<file path="src/rtl/rmts_pkg.sv">
package rmts_pkg;

  // Task table size and derived widths.
  localparam int NUM_TASKS = 8;
  localparam int IDX_W     = (NUM_TASKS > 1) ? $clog2(NUM_TASKS) : 1;
  localparam int CNT_W     = $clog2(NUM_TASKS + 1);
  localparam int CHOICE_W  = $clog2(NUM_TASKS + 2);

  // Choice codes beyond the task indexes.
  localparam logic [CHOICE_W-1:0] CHOICE_IDLE = CHOICE_W'(NUM_TASKS);
  localparam logic [CHOICE_W-1:0] CHOICE_NONE = CHOICE_W'(NUM_TASKS + 1);

  // Input kinds.
  localparam logic KIND_TICK = 1'b0;
  localparam logic KIND_LOAD = 1'b1;

  // Field widths and stream packing.
  localparam int IN_DATA_W  = 40;
  localparam int OUT_DATA_W = 40;

  typedef struct packed {
    logic [15:0] burst;
    logic [15:0] period;
    logic [15:0] remaining;
    logic [15:0] phase;
  } task_entry_t;

endpackage

</file>
<file path="src/rtl/rate_monotonic_task_scheduler.sv">
// Rate-monotonic scheduler over a table of rmts_pkg::NUM_TASKS periodic tasks.
// A load transfer (in_tuser = 1) writes one task's burst and period and restarts
// time: tick counter and every task's phase and remaining work go back to zero,
// and the switch marker is cleared; it produces no result. A tick transfer
// (in_tuser = 0) releases every enabled task whose phase is zero, runs the
// ready task with the smallest period (lowest index on ties), and returns one
// result: the tick number, the chosen task or idle, and whether the choice
// changed (always on the first tick after reset or a load). A period of zero
// disables a task. The task table sits in one synchronous memory, and one
// read-modify-write sweep visits one entry per cycle, followed by a write-back
// of the chosen task's decremented work and the result hand-off. The result
// register parts the two sides: the next item is taken while a result still
// waits for out_tready.
module rate_monotonic_task_scheduler (
  input  logic                             clk,
  input  logic                             rst_n,
  input  logic                             in_tvalid,
  output logic                             in_tready,
  // [2:0] task_index, [18:3] burst, [34:19] period, [39:35] zero
  input  logic [rmts_pkg::IN_DATA_W-1:0]   in_tdata,
  // kind
  input  logic                             in_tuser,
  output logic                             out_tvalid,
  input  logic                             out_tready,
  // [31:0] time_res, [34:32] running_task, [35] switched, [39:36] zero
  output logic [rmts_pkg::OUT_DATA_W-1:0]  out_tdata,
  // idle
  output logic                             out_tuser
);
  import rmts_pkg::*;

  typedef enum logic [1:0] {S_IDLE, S_SCAN, S_FIX, S_OUT} state_t;

  // Task table: one write port, one registered read port.
  task_entry_t mem [NUM_TASKS];
  task_entry_t rd_data_r;

  state_t               state_r;
  logic [CNT_W-1:0]     issue_r;       // next entry to read
  logic                 rd_vld_r;      // rd_data_r holds an entry to process
  logic [IDX_W-1:0]     rd_idx_r;
  logic [NUM_TASKS-1:0] cfg_valid_r;   // burst/period written since reset
  logic [NUM_TASKS-1:0] dyn_valid_r;   // remaining/phase written since restart
  logic                 found_r;
  logic [IDX_W-1:0]     best_idx_r;
  task_entry_t          best_ent_r;
  logic [31:0]          tick_r;
  logic [CHOICE_W-1:0]  last_choice_r;
  logic                 out_tvalid_r;
  logic [31:0]          out_time_r;
  logic [2:0]           out_task_r;
  logic                 out_idle_r;
  logic                 out_sw_r;

  logic                 in_fire;
  logic [2:0]           ld_idx;
  logic                 ld_in_range;
  logic                 mem_we;
  logic [IDX_W-1:0]     mem_wa;
  task_entry_t          mem_wd;
  logic                 issue_go;
  task_entry_t          cur;           // entry read, with invalid fields masked
  task_entry_t          upd;           // entry after release and phase advance
  logic [16:0]          phase_inc;
  logic                 pick;
  logic [CHOICE_W-1:0]  choice;
  logic                 out_free;

  assign in_tready = (state_r == S_IDLE);
  assign in_fire   = in_tvalid && in_tready;
  assign ld_idx    = in_tdata[2:0];
  assign ld_in_range = (32'(ld_idx) < NUM_TASKS);
  assign issue_go  = (state_r == S_SCAN) && (32'(issue_r) < NUM_TASKS);
  assign out_free  = !out_tvalid_r || out_tready;

  // Mask out entries that reset or restart has logically cleared.
  always_comb begin
    cur = rd_data_r;
    if (!cfg_valid_r[rd_idx_r]) begin
      cur.burst  = '0;
      cur.period = '0;
    end
    if (!dyn_valid_r[rd_idx_r]) begin
      cur.remaining = '0;
      cur.phase     = '0;
    end
  end

  // Release on phase zero, then advance the phase counter.
  always_comb begin
    upd       = cur;
    phase_inc = {1'b0, cur.phase} + 17'd1;
    if (cur.period != '0) begin
      if (cur.phase == '0) begin
        upd.remaining = cur.burst;
      end
      if (phase_inc >= {1'b0, cur.period}) begin
        upd.phase = '0;
      end else begin
        upd.phase = phase_inc[15:0];
      end
    end
    pick = (upd.remaining != '0) && (!found_r || (upd.period < best_ent_r.period));
  end

  // Single write port: load, sweep write-back, or chosen-task decrement.
  always_comb begin
    mem_we = 1'b0;
    mem_wa = rd_idx_r;
    mem_wd = upd;
    if (in_fire && (in_tuser == KIND_LOAD)) begin
      mem_we = ld_in_range;
      mem_wa = IDX_W'(ld_idx);
      mem_wd = '{burst: in_tdata[18:3], period: in_tdata[34:19],
                 remaining: 16'd0, phase: 16'd0};
    end else if ((state_r == S_SCAN) && rd_vld_r) begin
      mem_we = 1'b1;
    end else if (state_r == S_FIX) begin
      mem_we = found_r;
      mem_wa = best_idx_r;
      mem_wd = best_ent_r;
      mem_wd.remaining = best_ent_r.remaining - 16'd1;
    end
  end

  assign choice = found_r ? CHOICE_W'(best_idx_r) : CHOICE_IDLE;

  always_ff @(posedge clk) begin
    if (mem_we) begin
      mem[mem_wa] <= mem_wd;
    end
    if (issue_go) begin
      rd_data_r <= mem[issue_r[IDX_W-1:0]];
    end
  end

  always_ff @(posedge clk) begin
    if (!rst_n) begin
      state_r       <= S_IDLE;
      issue_r       <= '0;
      rd_vld_r      <= 1'b0;
      rd_idx_r      <= '0;
      cfg_valid_r   <= '0;
      dyn_valid_r   <= '0;
      found_r       <= 1'b0;
      best_idx_r    <= '0;
      tick_r        <= '0;
      last_choice_r <= CHOICE_NONE;
      out_tvalid_r  <= 1'b0;
    end else begin
      // Drop the result once taken; the hand-off state reloads it itself.
      if (out_tvalid_r && out_tready && (state_r != S_OUT)) begin
        out_tvalid_r <= 1'b0;
      end
      unique case (state_r)
        S_IDLE: begin
          if (in_fire) begin
            if (in_tuser == KIND_LOAD) begin
              // Restart time; write the entry only when the index exists.
              if (ld_in_range) begin
                cfg_valid_r[IDX_W'(ld_idx)] <= 1'b1;
              end
              dyn_valid_r   <= '0;
              tick_r        <= '0;
              last_choice_r <= CHOICE_NONE;
            end else begin
              issue_r  <= '0;
              rd_vld_r <= 1'b0;
              found_r  <= 1'b0;
              state_r  <= S_SCAN;
            end
          end
        end
        S_SCAN: begin
          // Read one entry per cycle, process the one read last cycle.
          rd_vld_r <= issue_go;
          if (issue_go) begin
            rd_idx_r <= issue_r[IDX_W-1:0];
            issue_r  <= issue_r + CNT_W'(1);
          end
          if (rd_vld_r) begin
            cfg_valid_r[rd_idx_r] <= 1'b1;
            dyn_valid_r[rd_idx_r] <= 1'b1;
            if (pick) begin
              found_r    <= 1'b1;
              best_idx_r <= rd_idx_r;
              best_ent_r <= upd;
            end
            if (32'(rd_idx_r) == NUM_TASKS - 1) begin
              state_r <= S_FIX;
            end
          end
        end
        S_FIX: begin
          state_r <= S_OUT;
        end
        S_OUT: begin
          // Hold until the result register is free.
          if (out_free) begin
            out_tvalid_r  <= 1'b1;
            out_time_r    <= tick_r;
            out_task_r    <= found_r ? 3'(best_idx_r) : 3'd0;
            out_idle_r    <= !found_r;
            out_sw_r      <= (choice != last_choice_r);
            last_choice_r <= choice;
            tick_r        <= tick_r + 32'd1;
            state_r       <= S_IDLE;
          end
        end
        default: state_r <= S_IDLE;
      endcase
    end
  end

  assign out_tvalid = out_tvalid_r;
  assign out_tdata  = {4'd0, out_sw_r, out_task_r, out_time_r};
  assign out_tuser  = out_idle_r;

endmodule

</file>
<file path="config.mk">
export PLATFORM = sky130hd
export DESIGN_NAME = rate_monotonic_task_scheduler
export DESIGN_NICKNAME = d
export VERILOG_FILES = /design/src/rtl/rmts_pkg.sv /design/src/rtl/rate_monotonic_task_scheduler.sv
export SDC_FILE = /design/constraint.sdc
export NUM_CORES = 1
export LEC_CHECK = 0
export BUFFER_PORTS_ARGS = -buffer_cell sky130_fd_sc_hd__buf_2
export CORE_MARGIN = 4
export CORE_UTILIZATION = 56
export CTS_CLUSTER_SIZE = 12
export DETAILED_ROUTE_END_ITERATION = 12
export PLACE_DENSITY = 0.8
export SYNTH_ARGS = -nofsm -noshare
export SYNTH_HDL_FRONTEND = slang
export SYNTH_SLANG_ARGS = --single-unit
export TNS_END_PERCENT = 100
</file>
<file path="constraint.sdc">
create_clock -name clk -period 6.8 [get_ports clk]
set_input_delay 0.68 -clock clk [delete_from_list [all_inputs] [get_ports clk]]
set_output_delay 0.68 -clock clk [all_outputs]
set_load 0.03 [all_outputs]
</file>
==> flow_metrics.env <==
export IMPL_cts_buffers=75
export IMPL_grt_pass1_wl_um=102000
export IMPL_die_width_um=243
export IMPL_number_of_storage_elements_in_the_synthesis_netlist=744
export IMPL_initialDrtViolationCount=1673
export IMPL_yosysWarnings=0
export IMPL_timing_final_hold_violations=0
export IMPL_run_status="completed"
export IMPL_floorplan_initialDensity_pct=56.9
export IMPL_holdBufCountCts=0
export IMPL_dominant_combinational_cell_family_by_area_after_synthesis="multiplexers"
export IMPL_static_leakage_power_nw=11.4
export IMPL_whs_path_depth=0
export IMPL_ir_worst_vdd_uv=415
export IMPL_number_of_enable_flip_flop_cells_after_synthesis=677
export IMPL_p_r_area_growth_vs_syn_pct=11.1
export IMPL_mostFrequentLayoutCells="677 x edfxtp_1, 159 x nand2_1, 130 x mux4_2, 125 x nor2_1, 78 x buf_2"
export IMPL_grtUsageTotal_pct=22.4
export IMPL_cp_start_kind="register"
export IMPL_syn_area_um2=30900
export IMPL_hp_class="register to register"
export IMPL_wirelength_um=65900
export IMPL_number_of_rows_in_the_core_area=85
export IMPL_clock_skew_final_ns=0.0211
export IMPL_min_period_over_period_pct=87.4
export IMPL_count_of_distinct_cell_types_in_the_synthesized_netlist=66
export IMPL_die_height_um=243
export IMPL_setup_viol_count_final=0
export IMPL_tns_ns=0
export IMPL_max_cap_viol_count=0
export IMPL_rsz_0062_raised_after_global_routing="no"
export IMPL_ys_dominant_reg_cell="edfxtp_1"
export IMPL_post_route_min_period_ns=5.94
export IMPL_post_route_drc_count=0
export IMPL_cts_tree="built"
export IMPL_coreArea_um2=54200
export IMPL_rr_startpoint="rd_idx_r[1]"
export IMPL_fin_nets=2090
export IMPL_muxShareOfSynthArea_pct=12.6
export IMPL_timing_setup_critical_path_class="register to register"
export IMPL_reg2reg_to="mem[1][6]"
export IMPL_drive_gt1_share_pct=21.0
export IMPL_rr_worst_depth=20
export IMPL_max_clock_freq_ghz=0.168
export IMPL_num_io_pins=88
export IMPL_hold_path_startpoint="tick_r[2]"
export IMPL_layout_cells_most_common="edfxtp_1"
export IMPL_synth_xor_xnor_area_share_pct=1.42
export IMPL_clockBufferDepth=3
export IMPL_synthArstFlopShare_pct=0
export IMPL_synth_compound_gate_area_share_pct=4.63
export IMPL_reg2reg_slack_ns=0.86
export IMPL_antenna_found_initial=3
export IMPL_cp_data_required_time_ns=7.10
export IMPL_drtPass1Iterations=6
export IMPL_gate_count_after_technology_mapping=1919
export IMPL_post_cts_resized=0
export IMPL_clock_sinks=744
export IMPL_cts_htree_levels=3
export IMPL_nFillCells=3646
export IMPL_detail_route_vias_per_cell=6.27
export IMPL_critPathArrivalTime_ns=6.24
export IMPL_yosys_area_share_adder_pct=1.62
export IMPL_clk_root_buffer_cell="clkbuf_16"
export IMPL_post_cts_repair_setup_buffers=0
export IMPL_synth_top_area_share_pct=65.9
export IMPL_post_synthesis_simple_gate_area_fraction_pct=7.30
export IMPL_later_pin_clock_latency_in_the_skew_report_ns=0.64
export IMPL_ant_nets=0
export IMPL_post_layout_total_power_mw=12.1
export IMPL_global_route_overflow_total=0
export IMPL_slew_headroom_pct=14.5
export IMPL_worst_setup_hold_path_clk_slew_ns=0.06
export IMPL_number_of_vias_in_the_routed_layout=17200
export IMPL_dieArea_um2=58900
export IMPL_yosys_area_top_type="edfxtp_1"
export IMPL_critical_path_max_fanout=15
export IMPL_synth_area_per_cell_um2=16.1
export IMPL_numPortBuffers=78
export IMPL_timing_hold_worst_endpoint="out_time_r[2]"
export IMPL_yosysSeqAreaShare_pct=70.2
export IMPL_cellPowerDensity_nw_per_um2=353
export IMPL_worst_pin_slew_ns=1.27
export IMPL_drt_wirelength_per_cell_um=24.0
export IMPL_first_global_vias=17700
export IMPL_slew_viol_final=0
export IMPL_dp_hpwl_um=37800
export IMPL_synth_top_cells_by_area="edfxtp_1 66%, mux4_2 9.5%, dfxtp_1 4.3%"
export IMPL_finalWeightedCongestion=0.860
export IMPL_grt_start_max_net_pins=107
export IMPL_cp_end_kind="register"
[power by group]
part	total [mW]	internal (mW)	switching [mW]
combinational	2.32	0.758	1.57
sequential	5.99	5.79	0.198
clock	3.79	2.11	1.68
[critical path, cell delays in order, from the launching register on]
cell and delay, ns:
dfxtp_1 0.73, mux2i_1 0.16, nand3_1 0.13, and4_1 0.35, nand2_1 0.16, inv_1 0.14, ha_1 0.28, nand3_1 0.24
or2_2 0.38, nor2_1 0.12, xnor2_1 0.07, nor2_1 0.24, ha_1 0.32, nand4_1 0.13, nor4_1 0.06, a211oi_1 0.22
o31ai_1 0.10, buf_4 0.19, nor3_2 0.62, a221oi_1 0.24, o21ai_0 0.74
[Yosys cell counts (all sizes together), types with 27 or more instances]
cell and instances:
edfxtp 677, nand2 159, nor2 134, mux4 130, o21ai 72, clkbuf 68, dfxtp 67, inv 66
mux2 66, a21oi 57, nand3 50, ha 40, buf 31, xor2 27
[stage by stage]
| stage | area (um^2) | setup slack [ns] | hold WS, ns | util, % | std cells |
|---|---|---|---|---|---|
| detailed placement | 32100 | 1.09 | 0.423 | 59.2 | 2624 |
| floorplan | 30900 | 1.62 | 0.408 | - | 1922 |
| CTS | 34300 | 0.996 | 0.405 | 63.2 | 2742 |
| global placement | 32100 | 1.32 | 0.424 | 59.2 | 2624 |
| global route | 34300 | 0.483 | 0.452 | 63.2 | 2742 |
| finish | 34300 | 0.859 | 0.436 | 63.2 | 2743 |
[state kept, by name (all words and copies together) (netlist names)]
signal and flops:
issue_r 4, out_tvalid 1, best_idx_r 3, out_tuser 1
found_r 1, state_r 2, dyn_valid_r 8, cfg_valid_r 8
rd_vld_r 1, last_choice_r 4, rd_data_r 64, out_sw_r 1
best_ent_r 64, out_task_r 3, mem 512, out_time_r 32
rd_idx_r 3, tick_r 32
[how the worst max path moves through the flow]
stage | start | endpoint | cells after the start
global placement | rd_idx_r[1] | mem[4][9] | 19
floorplan | state_r[0] | mem[0][0] | 8
detailed placement | rd_idx_r[1] | mem[5][15] | 19
global route | rd_idx_r[1] | mem[1][6] | 19
CTS | rd_idx_r[1] | mem[1][6] | 19
finish | rd_idx_r[1] | mem[1][6] | 20
[per-layer routing]
layer	vias to the layer above	track usage [%]	share of wire, %
li1	7575	-	-
met1	8750	29.9	39
met2	729	38.1	51
met3	131	3.93	7.3
met4	2	6.86	2.6
met5	-	0	0.011
[layout make-up]
class | count | area [um^2] | area share, %
Timing Repair Buffer | 105 | 681 | 1.99
Clock inverter | 20 | 194 | 0.566
Multi-Input combinational cell | 1013 | 8600 | 25.1
Antenna cell | 1 | 2.50 | 0.00730
Sequential cell | 744 | 21700 | 63.3
Clock buffer | 98 | 1990 | 5.82
Tap cell | 696 | 871 | 2.54
Inverter | 66 | 248 | 0.723
[logic make-up after synthesis]
kind of cell | Yosys count
flip-flops | 744
AND/OR/NAND/NOR | 481
AO/OA/AOI/OAI | 220
multiplexers | 218
buffers and inverters | 165
XOR/XNOR | 50
adder cells (fa/ha/maj) | 40
other | 1
(Power assumes the default switching activity.)
